==> src/hw/rtl/expiry_timer_queue_unit_macros.svh <==
// Assertion macros for the expiry timer queue unit.
// Used by the top level; expects clk and arst_n in scope.
`ifndef EXPIRY_TIMER_QUEUE_UNIT_MACROS_SVH
`define EXPIRY_TIMER_QUEUE_UNIT_MACROS_SVH

// same-cycle implication
`define ETQ_ASSERT_IMP(label, ante, cons) \
	label: assert property (@(posedge clk) disable iff (!arst_n) (ante) |-> (cons)) \
		else $error("etq assertion failed");

// next-cycle implication
`define ETQ_ASSERT_NXT(label, ante, cons) \
	label: assert property (@(posedge clk) disable iff (!arst_n) (ante) |=> (cons)) \
		else $error("etq assertion failed");

`endif

==> src/hw/rtl/etq_pkg.sv <==
// Shared types, codes and sizes for the expiry timer queue unit.
// No dependencies.
package etq_pkg;

	localparam int TIMER_SLOTS = 16;
	localparam int MAX_OUT     = 16;
	localparam int SLOT_W      = (TIMER_SLOTS > 1) ? $clog2(TIMER_SLOTS) : 1;
	localparam int CNT_W       = $clog2(TIMER_SLOTS + 1);
	localparam int NUM_W       = (MAX_OUT > 1) ? $clog2(MAX_OUT) : 1;
	localparam int ID_W        = 5;
	localparam int EXT_W       = ((SLOT_W > ID_W) ? SLOT_W : ID_W) + 1;

	localparam logic [1:0] MODE_POST   = 2'd0;
	localparam logic [1:0] MODE_CANCEL = 2'd1;
	localparam logic [1:0] MODE_TICK   = 2'd2;

	localparam logic [2:0] STS_POSTED    = 3'd0;
	localparam logic [2:0] STS_FULL      = 3'd1;
	localparam logic [2:0] STS_CANCELLED = 3'd2;
	localparam logic [2:0] STS_NOT_FOUND = 3'd3;
	localparam logic [2:0] STS_EXPIRED   = 3'd4;

	typedef struct packed {
		logic [1:0]  mode;
		logic [31:0] delay_ms;
		logic [4:0]  cancel_id;
	} in_word_t;

	typedef struct packed {
		logic [2:0]      status;
		logic [ID_W-1:0] timer_id;
		logic            last;
	} out_word_t;

	typedef struct packed {
		logic accept;
		logic scan_start;
		logic load_exp;
		logic cap;
		logic retire;
	} etq_cmd_t;

	typedef struct packed {
		logic scan_busy;
		logic found;
		logic res_last;
	} etq_sts_t;

	typedef enum logic [1:0] {
		S_IDLE,
		S_RESP,
		S_SCAN,
		S_EMIT
	} etq_state_t;

endpackage

==> src/hw/rtl/etq_datapath.sv <==
// Timer table, time and insert counters, slot scan and result register.
// Depends on etq_pkg.
module etq_datapath (
	input  logic              clk,
	input  logic              arst_n,
	input  etq_pkg::etq_cmd_t cmd,
	input  etq_pkg::in_word_t in_word,
	output etq_pkg::etq_sts_t sts,
	output etq_pkg::out_word_t out_word
);
	import etq_pkg::*;

	logic [63:0]       time_q;
	logic [31:0]       insert_q;
	logic              valid_q [TIMER_SLOTS];
	logic [63:0]       dl_q    [TIMER_SLOTS];
	logic [31:0]       stamp_q [TIMER_SLOTS];

	logic              scan_act_q;
	logic [SLOT_W-1:0] idx_q;

	logic              v_s1;
	logic              hit_s1;
	logic [63:0]       dl_s1;
	logic [31:0]       age_s1;
	logic [SLOT_W-1:0] idx_s1;

	logic              found_q;
	logic [63:0]       best_dl_q;
	logic [31:0]       best_age_q;
	logic [SLOT_W-1:0] best_idx_q;
	logic [CNT_W-1:0]  due_cnt_q;

	out_word_t         res_q;

	logic              free_found;
	logic [SLOT_W-1:0] free_idx;
	logic [EXT_W-1:0]  cid_ext;
	logic [SLOT_W-1:0] cidx;
	logic              cancel_hit;
	logic              take;

	always_comb begin
		free_found = 1'b0;
		free_idx   = '0;
		for (int i = TIMER_SLOTS - 1; i >= 0; i--) begin
			if (!valid_q[i]) begin
				free_found = 1'b1;
				free_idx   = SLOT_W'(i);
			end
		end
	end

	assign cid_ext    = EXT_W'(in_word.cancel_id);
	assign cidx       = SLOT_W'(cid_ext - EXT_W'(1));
	assign cancel_hit = (cid_ext != '0) && (cid_ext <= EXT_W'(TIMER_SLOTS)) && valid_q[cidx];

	assign take = !found_q || (dl_s1 < best_dl_q) ||
		((dl_s1 == best_dl_q) && (age_s1 > best_age_q));

	always_ff @(posedge clk or negedge arst_n) begin
		if (!arst_n) begin
			time_q   <= '0;
			insert_q <= '0;
			for (int i = 0; i < TIMER_SLOTS; i++) begin
				valid_q[i] <= 1'b0;
			end
		end else begin
			if (cmd.accept) begin
				case (in_word.mode)
					MODE_POST: begin
						if (free_found) begin
							valid_q[free_idx] <= 1'b1;
							insert_q          <= insert_q + 32'd1;
						end
					end
					MODE_CANCEL: begin
						if (cancel_hit) begin
							valid_q[cidx] <= 1'b0;
						end
					end
					MODE_TICK: begin
						time_q <= time_q + 64'd1;
					end
					default: begin
					end
				endcase
			end
			if (cmd.retire) begin
				valid_q[best_idx_q] <= 1'b0;
			end
		end
	end

	always_ff @(posedge clk) begin
		if (cmd.accept && (in_word.mode == MODE_POST) && free_found) begin
			dl_q[free_idx]    <= time_q + 64'(in_word.delay_ms);
			stamp_q[free_idx] <= insert_q;
		end
	end

	always_ff @(posedge clk or negedge arst_n) begin
		if (!arst_n) begin
			scan_act_q <= 1'b0;
			idx_q      <= '0;
			v_s1       <= 1'b0;
			found_q    <= 1'b0;
			due_cnt_q  <= '0;
		end else begin
			v_s1 <= scan_act_q;
			if (cmd.scan_start) begin
				scan_act_q <= 1'b1;
				idx_q      <= '0;
				found_q    <= 1'b0;
				due_cnt_q  <= '0;
			end else begin
				if (scan_act_q) begin
					idx_q <= idx_q + SLOT_W'(1);
					if (idx_q == SLOT_W'(TIMER_SLOTS - 1)) begin
						scan_act_q <= 1'b0;
					end
				end
				if (v_s1 && hit_s1) begin
					due_cnt_q <= due_cnt_q + CNT_W'(1);
					if (take) begin
						found_q <= 1'b1;
					end
				end
			end
		end
	end

	always_ff @(posedge clk) begin
		if (scan_act_q) begin
			hit_s1 <= valid_q[idx_q] && (dl_q[idx_q] <= time_q);
			dl_s1  <= dl_q[idx_q];
			age_s1 <= insert_q - stamp_q[idx_q];
			idx_s1 <= idx_q;
		end
		if (v_s1 && hit_s1 && take) begin
			best_dl_q  <= dl_s1;
			best_age_q <= age_s1;
			best_idx_q <= idx_s1;
		end
	end

	always_ff @(posedge clk) begin
		if (cmd.accept) begin
			case (in_word.mode)
				MODE_POST: begin
					if (free_found) begin
						res_q <= '{STS_POSTED, ID_W'(EXT_W'(free_idx) + EXT_W'(1)), 1'b1};
					end else begin
						res_q <= '{STS_FULL, '0, 1'b1};
					end
				end
				MODE_CANCEL: begin
					if (cancel_hit) begin
						res_q <= '{STS_CANCELLED, in_word.cancel_id, 1'b1};
					end else begin
						res_q <= '{STS_NOT_FOUND, '0, 1'b1};
					end
				end
				default: begin
				end
			endcase
		end else if (cmd.load_exp) begin
			res_q <= '{STS_EXPIRED, ID_W'(EXT_W'(best_idx_q) + EXT_W'(1)),
				(due_cnt_q == CNT_W'(1)) || cmd.cap};
		end
	end

	assign sts.scan_busy = scan_act_q || v_s1;
	assign sts.found     = found_q;
	assign sts.res_last  = res_q.last;
	assign out_word      = res_q;

endmodule

==> src/hw/rtl/etq_ctrl.sv <==
// Sequencer for post, cancel and tick words of the expiry timer queue.
// Depends on etq_pkg.
module etq_ctrl (
	input  logic              clk,
	input  logic              arst_n,
	input  logic              in_valid,
	input  logic [1:0]        mode,
	input  logic              out_ready,
	input  etq_pkg::etq_sts_t sts,
	output logic              in_ready,
	output logic              out_valid,
	output etq_pkg::etq_cmd_t cmd
);
	import etq_pkg::*;

	etq_state_t       state_q;
	etq_state_t       state_d;
	logic [NUM_W-1:0] n_q;

	always_comb begin
		state_d = state_q;
		case (state_q)
			S_IDLE: begin
				if (in_valid) begin
					case (mode)
						MODE_POST:   state_d = S_RESP;
						MODE_CANCEL: state_d = S_RESP;
						MODE_TICK:   state_d = S_SCAN;
						default:     state_d = S_IDLE;
					endcase
				end
			end
			S_RESP: begin
				if (out_ready) begin
					state_d = S_IDLE;
				end
			end
			S_SCAN: begin
				if (!sts.scan_busy) begin
					state_d = sts.found ? S_EMIT : S_IDLE;
				end
			end
			S_EMIT: begin
				if (out_ready) begin
					state_d = sts.res_last ? S_IDLE : S_SCAN;
				end
			end
			default: state_d = S_IDLE;
		endcase
	end

	always_comb begin
		in_ready       = (state_q == S_IDLE);
		out_valid      = (state_q == S_RESP) || (state_q == S_EMIT);
		cmd.accept     = (state_q == S_IDLE) && in_valid;
		cmd.scan_start = ((state_q == S_IDLE) && in_valid && (mode == MODE_TICK)) ||
			((state_q == S_EMIT) && out_ready && !sts.res_last);
		cmd.load_exp   = (state_q == S_SCAN) && !sts.scan_busy && sts.found;
		cmd.cap        = (n_q == NUM_W'(MAX_OUT - 1));
		cmd.retire     = (state_q == S_EMIT) && out_ready;
	end

	always_ff @(posedge clk or negedge arst_n) begin
		if (!arst_n) begin
			state_q <= S_IDLE;
			n_q     <= '0;
		end else begin
			state_q <= state_d;
			if (cmd.accept) begin
				n_q <= '0;
			end else if ((state_q == S_EMIT) && out_ready && !sts.res_last) begin
				n_q <= n_q + NUM_W'(1);
			end
		end
	end

endmodule

==> src/hw/rtl/expiry_timer_queue_unit.sv <==
// Top level of the expiry timer queue: controller plus datapath.
// Depends on etq_pkg, etq_ctrl, etq_datapath and the macros header.
//
//  channel | handshake           | word
//  --------+---------------------+-------------------------------
//  in      | in_valid / in_ready | mode, delay_ms, cancel_id
//  out     | out_valid/out_ready | status, timer_id, last
//
// Post and cancel: result shown the next cycle after acceptance.
// Tick: each result costs one full scan of all TIMER_SLOTS slots plus the
// output handshake; a tick with nothing due ends after one scan with no result.
// One word in flight; in_ready is low until its last result is taken.
// Reset clears time, insert count and all slot valid bits at once.
`include "expiry_timer_queue_unit_macros.svh"

module expiry_timer_queue_unit (
	input  logic               clk,
	input  logic               arst_n,
	input  logic               in_valid,
	output logic               in_ready,
	input  etq_pkg::in_word_t  in_word,
	output logic               out_valid,
	input  logic               out_ready,
	output etq_pkg::out_word_t out_word
);
	import etq_pkg::*;

	etq_cmd_t cmd;
	etq_sts_t sts;

	etq_ctrl u_ctrl (
		.clk       (clk),
		.arst_n    (arst_n),
		.in_valid  (in_valid),
		.mode      (in_word.mode),
		.out_ready (out_ready),
		.sts       (sts),
		.in_ready  (in_ready),
		.out_valid (out_valid),
		.cmd       (cmd)
	);

	etq_datapath u_dp (
		.clk      (clk),
		.arst_n   (arst_n),
		.cmd      (cmd),
		.in_word  (in_word),
		.sts      (sts),
		.out_word (out_word)
	);

	`ETQ_ASSERT_IMP(a_no_overlap, out_valid, !in_ready)
	`ETQ_ASSERT_NXT(a_last_frees, out_valid && out_ready && out_word.last, in_ready)
	`ETQ_ASSERT_NXT(a_more_holds, out_valid && out_ready && !out_word.last, !in_ready)

endmodule
==> config.mk <==
export PLATFORM = sky130hd
export DESIGN_NAME = expiry_timer_queue_unit
export DESIGN_NICKNAME = d
export VERILOG_FILES = /design/src/hw/rtl/etq_pkg.sv /design/src/hw/rtl/etq_datapath.sv /design/src/hw/rtl/etq_ctrl.sv /design/src/hw/rtl/expiry_timer_queue_unit.sv
export VERILOG_INCLUDE_DIRS = /design/src /design/src/hw/rtl
export SDC_FILE = /design/constraint.sdc
export NUM_CORES = 2
export LEC_CHECK = 0
export BUFFER_PORTS_ARGS = -buffer_cell sky130_fd_sc_hd__buf_2
export CELL_PAD_IN_SITES_DETAIL_PLACEMENT = 0
export CELL_PAD_IN_SITES_GLOBAL_PLACEMENT = 2
export CORE_MARGIN = 2
export CORE_UTILIZATION = 41
export DETAILED_ROUTE_END_ITERATION = 7
export GPL_TIMING_DRIVEN = 0
export MAX_ROUTING_LAYER = met4
export PLACE_DENSITY = 0.67
export SLEW_MARGIN = 40
export SYNTH_ARGS = -nofsm -noshare
export SYNTH_HDL_FRONTEND = slang
export SYNTH_SLANG_ARGS = --single-unit
==> constraint.sdc <==
create_clock -name clk -period 8.5 [get_ports clk]
set_clock_uncertainty 0.15 [all_clocks]
set_input_delay 0.425 -clock clk [delete_from_list [all_inputs] [get_ports clk]]
set_output_delay 0.425 -clock clk [all_outputs]
set_load 0.01 [all_outputs]
[Word level (Yosys, flattened, before mapping)]
Memory sizes are Yosys's and may differ from the RTL's.
Cells that the tools add are included.
Operators by class
  multipliers: 0
  $add $sub $neg: 10
  shift operators: 0
  equal/unequal tests: 14
  bitwise gates (word level): 9
  $lt $le $gt $ge: 11
  reduce and logical (&&, ||, !) cells: 40
  divide/modulo/power cells: 0
  muxes and demuxes: 76
Operators with widths (count)
  4-bit two-way mux: 20
  64-bit by 1-bit adder with 64-bit output, second input constant: 1
  64-bit by 32-bit adder with 64-bit output: 1
  64-bit == test: 1
  64-bit less-or-equal comparator: 1
  64-bit less-than comparator: 1
  16-bit two-way mux: 4
  32-bit by 1-bit adder with 32-bit output, second input constant: 1
  16-bit bitwise AND: 2
  32-bit greater-than comparator: 1
  16-bit NOT: 2
  16-bit one-hot mux with 2 select lines: 1
  32-bit subtractor: 1
  1-bit two-way mux: 31
  5-bit >= comparator, second input constant: 4
  4-bit NOT with 5-bit output: 4
  9-bit two-way mux: 2
  9-bit one-hot mux with 2 select lines: 1
  1-bit logical AND: 17
  16-bit bitwise OR: 1
  5-bit by 1-bit less-than comparator with 1-bit output, second input constant: 3
  7-bit two-way mux: 2
  1-bit demux with 4-bit select: 3
  2-bit two-way mux: 6
  other kinds (24): 49
Storage, ports and cells
  RAM bits: 1536
  output and inout port bits: 11
  bits in read-only memories: 0
  register bits after elaboration: 340
  latch bits: 0
  memories: 2
  input port bits: 43
Memory list
  u_dp.dl_q: depth 16, bits a word 64, read ports 1, clocked after Yosys merged registers in 0, wr ports 1, RTL line etq_datapath.sv:16  | logic [63:0] dl_q [TIMER_SLOTS];
  u_dp.stamp_q: depth 16, bits a word 32, read ports 1, clocked after Yosys merged registers in 0, wr ports 1, RTL line etq_datapath.sv:17  | logic [31:0] stamp_q [TIMER_SLOTS];

[Logic depth before layout (Yosys ltp)]
  depth in word-level cells: 27
  gate-level depth with buffers: 16
  depth with buffers taken out: 13

[Modules after synthesis]
Synthesis repeated with hierarchy kept, for this count alone.
Unflattened totals
  cells, all modules: 4168
  area total of the unflattened synthesis: 78763.0 µm²
By module, submodules not included
  etq_datapath: times used 1, area each 78380.2 µm², seq. area each 55533.3 µm², cells each 4128
  etq_ctrl: times used 1, area each 382.9 µm², seq. area each 150.1 µm², cells each 40

[Least setup slack after synthesis]
OpenSTA, ideal clock, no wires.
  path kind: reg-to-reg
  start: reg u_dp.valid_q[0] (netlist name)
  end: mem u_dp.dl_q[15][0] (enable)
  path slack: -302 ps
  library setup time: 668 ps
  arrival time: 7984 ps
  cell stages (with the launch flop): 9
  period minus slack after synthesis: 8802 ps
  cells stage by stage: dfrtp_1 nand2b_1 a21boi_0 o21ai_0 a21boi_0 o211ai_1 nor2_1 nand2_1 nor3_1
Between the ends
  word-level cells in the longest chain between the ends: 19
  elaborated cells between the ends (all ways): 35
  classes of those cells: mux (34); reduce/logical (1)
RTL lines
  from (decl): RTL line etq_datapath.sv:15  | logic valid_q [TIMER_SLOTS];
  from (signal, indexed assignment): RTL line etq_datapath.sv:66  | valid_q[i] <= 1'b0;
  from (signal, indexed assignment): RTL line etq_datapath.sv:73  | valid_q[free_idx] <= 1'b1;
  from (signal, indexed assignment): RTL line etq_datapath.sv:79  | valid_q[cidx] <= 1'b0;
  1-bit two-way mux (16 in a row): RTL line etq_datapath.sv:47  | if (!valid_q[i]) begin
  1-bit logical AND: RTL line etq_datapath.sv:96  | if (cmd.accept && (in_word.mode == MODE_POST) && free_found) begin
  1-bit two-way mux: RTL line etq_datapath.sv:96
  1-bit two-way mux (implied by the code): RTL line etq_datapath.sv:97  | dl_q[free_idx] <= time_q + 64'(in_word.delay_ms);
  to (decl): RTL line etq_datapath.sv:16
Several ways; a longest one is shown, not always the timed one.

[Worst setup path after layout]
  start: reg u_dp.idx_q[1]
  end: reg u_dp.age_s1[30], data pin
Between the ends
  word-level cells in the longest chain between the ends: 2
RTL lines
  from (decl): RTL line etq_datapath.sv:20  | logic [SLOT_W-1:0] idx_q;
  from (signal assigned): RTL line etq_datapath.sv:118  | idx_q <= idx_q + SLOT_W'(1);
  memory 16 x 32 bit
  32-bit subtractor: RTL line etq_datapath.sv:137  | age_s1 <= insert_q - stamp_q[idx_q];
  to (signal assigned): RTL line etq_datapath.sv:137
  to (decl): RTL line etq_datapath.sv:25  | logic [31:0] age_s1;
No other way between the ends.
A chain may end at the register's enable or synchronous reset.

==> flow_summary_export.csv <==
group,metric,value,unit
outcome,status,"finished clean",
setup_path,cp-start-kind,"register",
clocking,cts_root_buf,"clkbuf_16",
clocking,clock_latency,840,ps
timing,setup_viol,0,
placement,finalWeightedCongestion,0.828,
yosys,ys_warn_count,0,
timing,min_period,6520,ps
routing,drt-initial-drc-count,3905,
routing,drc,0,
routing,wire_per_inst,29.9,um
job,maxCapViolations,0,
timing,period_share,76.7,%
setup_path,cp.arrival,7030,ps
global_routing,grt_pass1_wl,305000,um
die,initial_utilization,41.2,%
power_and_ir_drop,sequentialPowerShare,39.6,%
clocking,cts_sinks,1876,
timing,hold_violations,0,
yosys,ys_ff_latch,1876,
power_and_ir_drop,fin_total_pwr,29.0,mW
setup_path,reg2reg_slack,1980,ps
routing,avgViaCountPerCell,5.68,
yosys,synthMuxAreaShare,14.1,%
global_routing,antenna_found_initial,10,
yosys,yosysTopAreaCellShare,66.9,%
yosys,synth_xor_area_share,2.19,%
routing,dr_total_vias,40800,
global_routing,grt_max_degree,55,
die,die_h,441,um
yosys,synth-edff-count,1746,
timing,fmax,0.153,GHz
yosys,yosys.cell_types.count,80,
clocking,cts.clk_slew.worst_paths,60,ps
power_and_ir_drop,comb_power_share,31.5,%
placement,dpl.cell_count,6806,
clocking,cts_htree_levels,4,
yosys,synth-simple-area-share,3.84,%
layout,final_cell_mix,"1746 x edfxtp_1, 489 x mux4_2, 239 x ha_1",
yosys,synth_compound_area_share,3.03,%
layout,final_common_cell,"edfxtp_1",
clocking,cts_tree,"yes",
yosys,synthTopCellsByArea,"edfxtp_1 67%, mux4_2 14%, dfrtp_1 4.2%",
die,dieArea,0.195,mm2
min_path,min_path_type,"input pin to register",
timing,relSlewSlack,39.8,%
yosys,ys.flop_type,"edfxtp_1",
layout,nets,4784,
yosys,avgSynthCellArea,19.0,um2
clocking,cts_buffers,192,
placement,io_buffer_count,52,
die,coreArea,0.190,mm2
placement,dp_slack,1910,ps
power_and_ir_drop,clkPwrFrac,28.9,%
power_and_ir_drop,p_per_area,318,mW/mm2
setup_path,critPathRequiredTime,9000,ps
power_and_ir_drop,p_int,19.7,mW
timing,rsz0062_at_grt,"false",
layout,final_cells,7175,
setup_path,path_max_fanout,10,
timing,setup_ws,1980,ps
timing,max_slew.worst_pin.slew,898,ps
placement,place_hpwl,146000,um
yosys,synth_top_family_by_area,"multiplexers",
power_and_ir_drop,peakVddDrop,0.186,mV
routing,drtPass1Iterations,7,
global_routing,grt_pass1_vias,40600,
yosys,syn-instance-count,4127,
yosys,synth_top_area_cell,"edfxtp_1",
routing,wirelength,214000,um
timing,worst_hold_slack,89.9,ps
layout,stdcell_area,0.0911,mm2
clocking,cts_buffer_depth,3,
layout,drive_gt1_share,24.9,%
yosys,yosys.area_share.adder,3.87,%
timing,drv_slew,0,
clocking,postCtsResizedCells,0,
routing,antenna_left,0,
yosys,ys_seq_area_share,71.1,%
power_and_ir_drop,leakage,30.8,nW
yosys,netlist_area,0.0783,mm2
placement,place_area,0.0846,mm2
global_routing,grt_usage,22.9,%
die,rows,160,
global_routing,gr-total-overflow,0,
yosys,syn_nets,4411,
setup_path,cp-end-kind,"register",
power_and_ir_drop,p_switching,9.33,mW
yosys,async_flop_share,6.93,%
die,die_w,441,um
setup_path,criticalPathCategory,"register to register",
die,io_pins,54,
power_and_ir_drop,switching_share,32.2,%
layout,syn2layout_area_growth,16.3,%
[path summary, 6_finish.rpt]
| kind | startpoint | endpoint | cells past startpoint |
|---|---|---|---|
| min in group asynchronous | arst_n | u_dp.valid_q[14] | 4 |
| max in group asynchronous | arst_n | u_dp.time_q[33] | 5 |
| max reg2reg | u_dp.idx_q[1] | u_dp.age_s1[30] | 17 |
| min | in_word[3] | u_dp.out_word[4] | 3 |
| max | u_dp.idx_q[1] | u_dp.age_s1[30] | 17 |
| min reg2reg | u_dp.idx_s1[2] | u_dp.best_idx_q[2] | 0 |
[sequential cells by signal, summed over array words and instances, names as in the netlist, 5 cells and up]
register         cells
u_dp.stamp_q       512
u_dp.age_s1         32
u_dp.best_dl_q      64
u_dp.dl_s1          64
u_dp.dl_q         1024
u_dp.valid_q        16
u_dp.time_q         64
u_dp.due_cnt_q       5
u_dp.best_age_q     32
u_dp.insert_q       32
u_dp.out_word        9
[power by group through the flow]
stage,registers (mW),clock network [mW],logic (mW)
2_1_floorplan,11.6,0,5.58
3_3_place_gp,11.8,0,8.85
3_5_place_dp,11.7,0,9.22
4_1_cts,11.5,8.53,9.27
5_1_grt,11.6,8.86,9.87
6_report,11.5,8.38,9.14
[metrics by stage]
step / setup TNS, ps / util, %
finish: 0 / 48.0
detailed placement: 0 / 44.5
CTS: 0 / 47.9
global placement: -823570 / 43.0
floorplan: 0 / -
global route: 0 / 48.0
[critical path, cell delays in order, from the launching register on]
cell and delay (ps):
dfrtp_1 500, clkbuf_1 630, clkbuf_2 530, buf_16 200, buf_1 640, mux4_2 410, mux4_2 570, ha_1 270
fa_1 420, nand2b_1 200, a21oi_1 260, o2111ai_1 140, nand3_1 150, a31oi_1 240, o21ai_1 420, a22oi_1 160
a21oi_1 210, xor2_1 220
[timing repair]
action | 4_1_cts | 5_1_grt
hold buffers | 11 | 0
setup buffers | 0 | 0
hold endpoints to repair | 117 | 0
[logic make-up (layout without fill, tap and decap cells)]
kind of cell | Yosys count | count (layout)
DFF | 1876 | 1876
AOI/OAI and AO/OA | 363 | 363
adders and majority gates | 241 | 241
and+or+nand+nor | 585 | 585
buffers and inverters | 373 | 908
other | 0 | 2
xor gates and xnor gates | 196 | 196
muxes | 493 | 493
[cells in the mapped netlist, drive strengths merged (70+ instances only)]
cell and number:
xnor2 162, nor2 125, mux4 489, nand3 70, edfxtp 1746, a21oi 95, inv 237, clkbuf 73
nand4 75, nand2 140, ha 239, o21ai 70, dfrtp 130
[cell type report]
class | instances | area [um2]
Inverter | 238 | 893
Clock inverter | 102 | 1020
Sequential cell | 1876 | 55700
Fill cell | 15700 | 98900
Multi-Input combinational cell | 1878 | 22000
Tap cell | 2511 | 3140
Buffer | 135 | 666
Timing Repair Buffer | 179 | 2560
Clock buffer | 254 | 5170
Antenna cell | 2 | 5.00
[layer usage]
layer | part of all wire (%) | global-route usage, % | wire length (um) | up-vias
met5 | 0 | - | 0 | -
met4 | 1.6 | 4.52 | 3400 | 0
met3 | 5.3 | 3.06 | 11300 | 229
met2 | 46 | 34.4 | 99500 | 1163
met1 | 47 | 33.6 | 100000 | 22000
li1 | - | - | - | 17400
(Power assumes the default switching activity.)
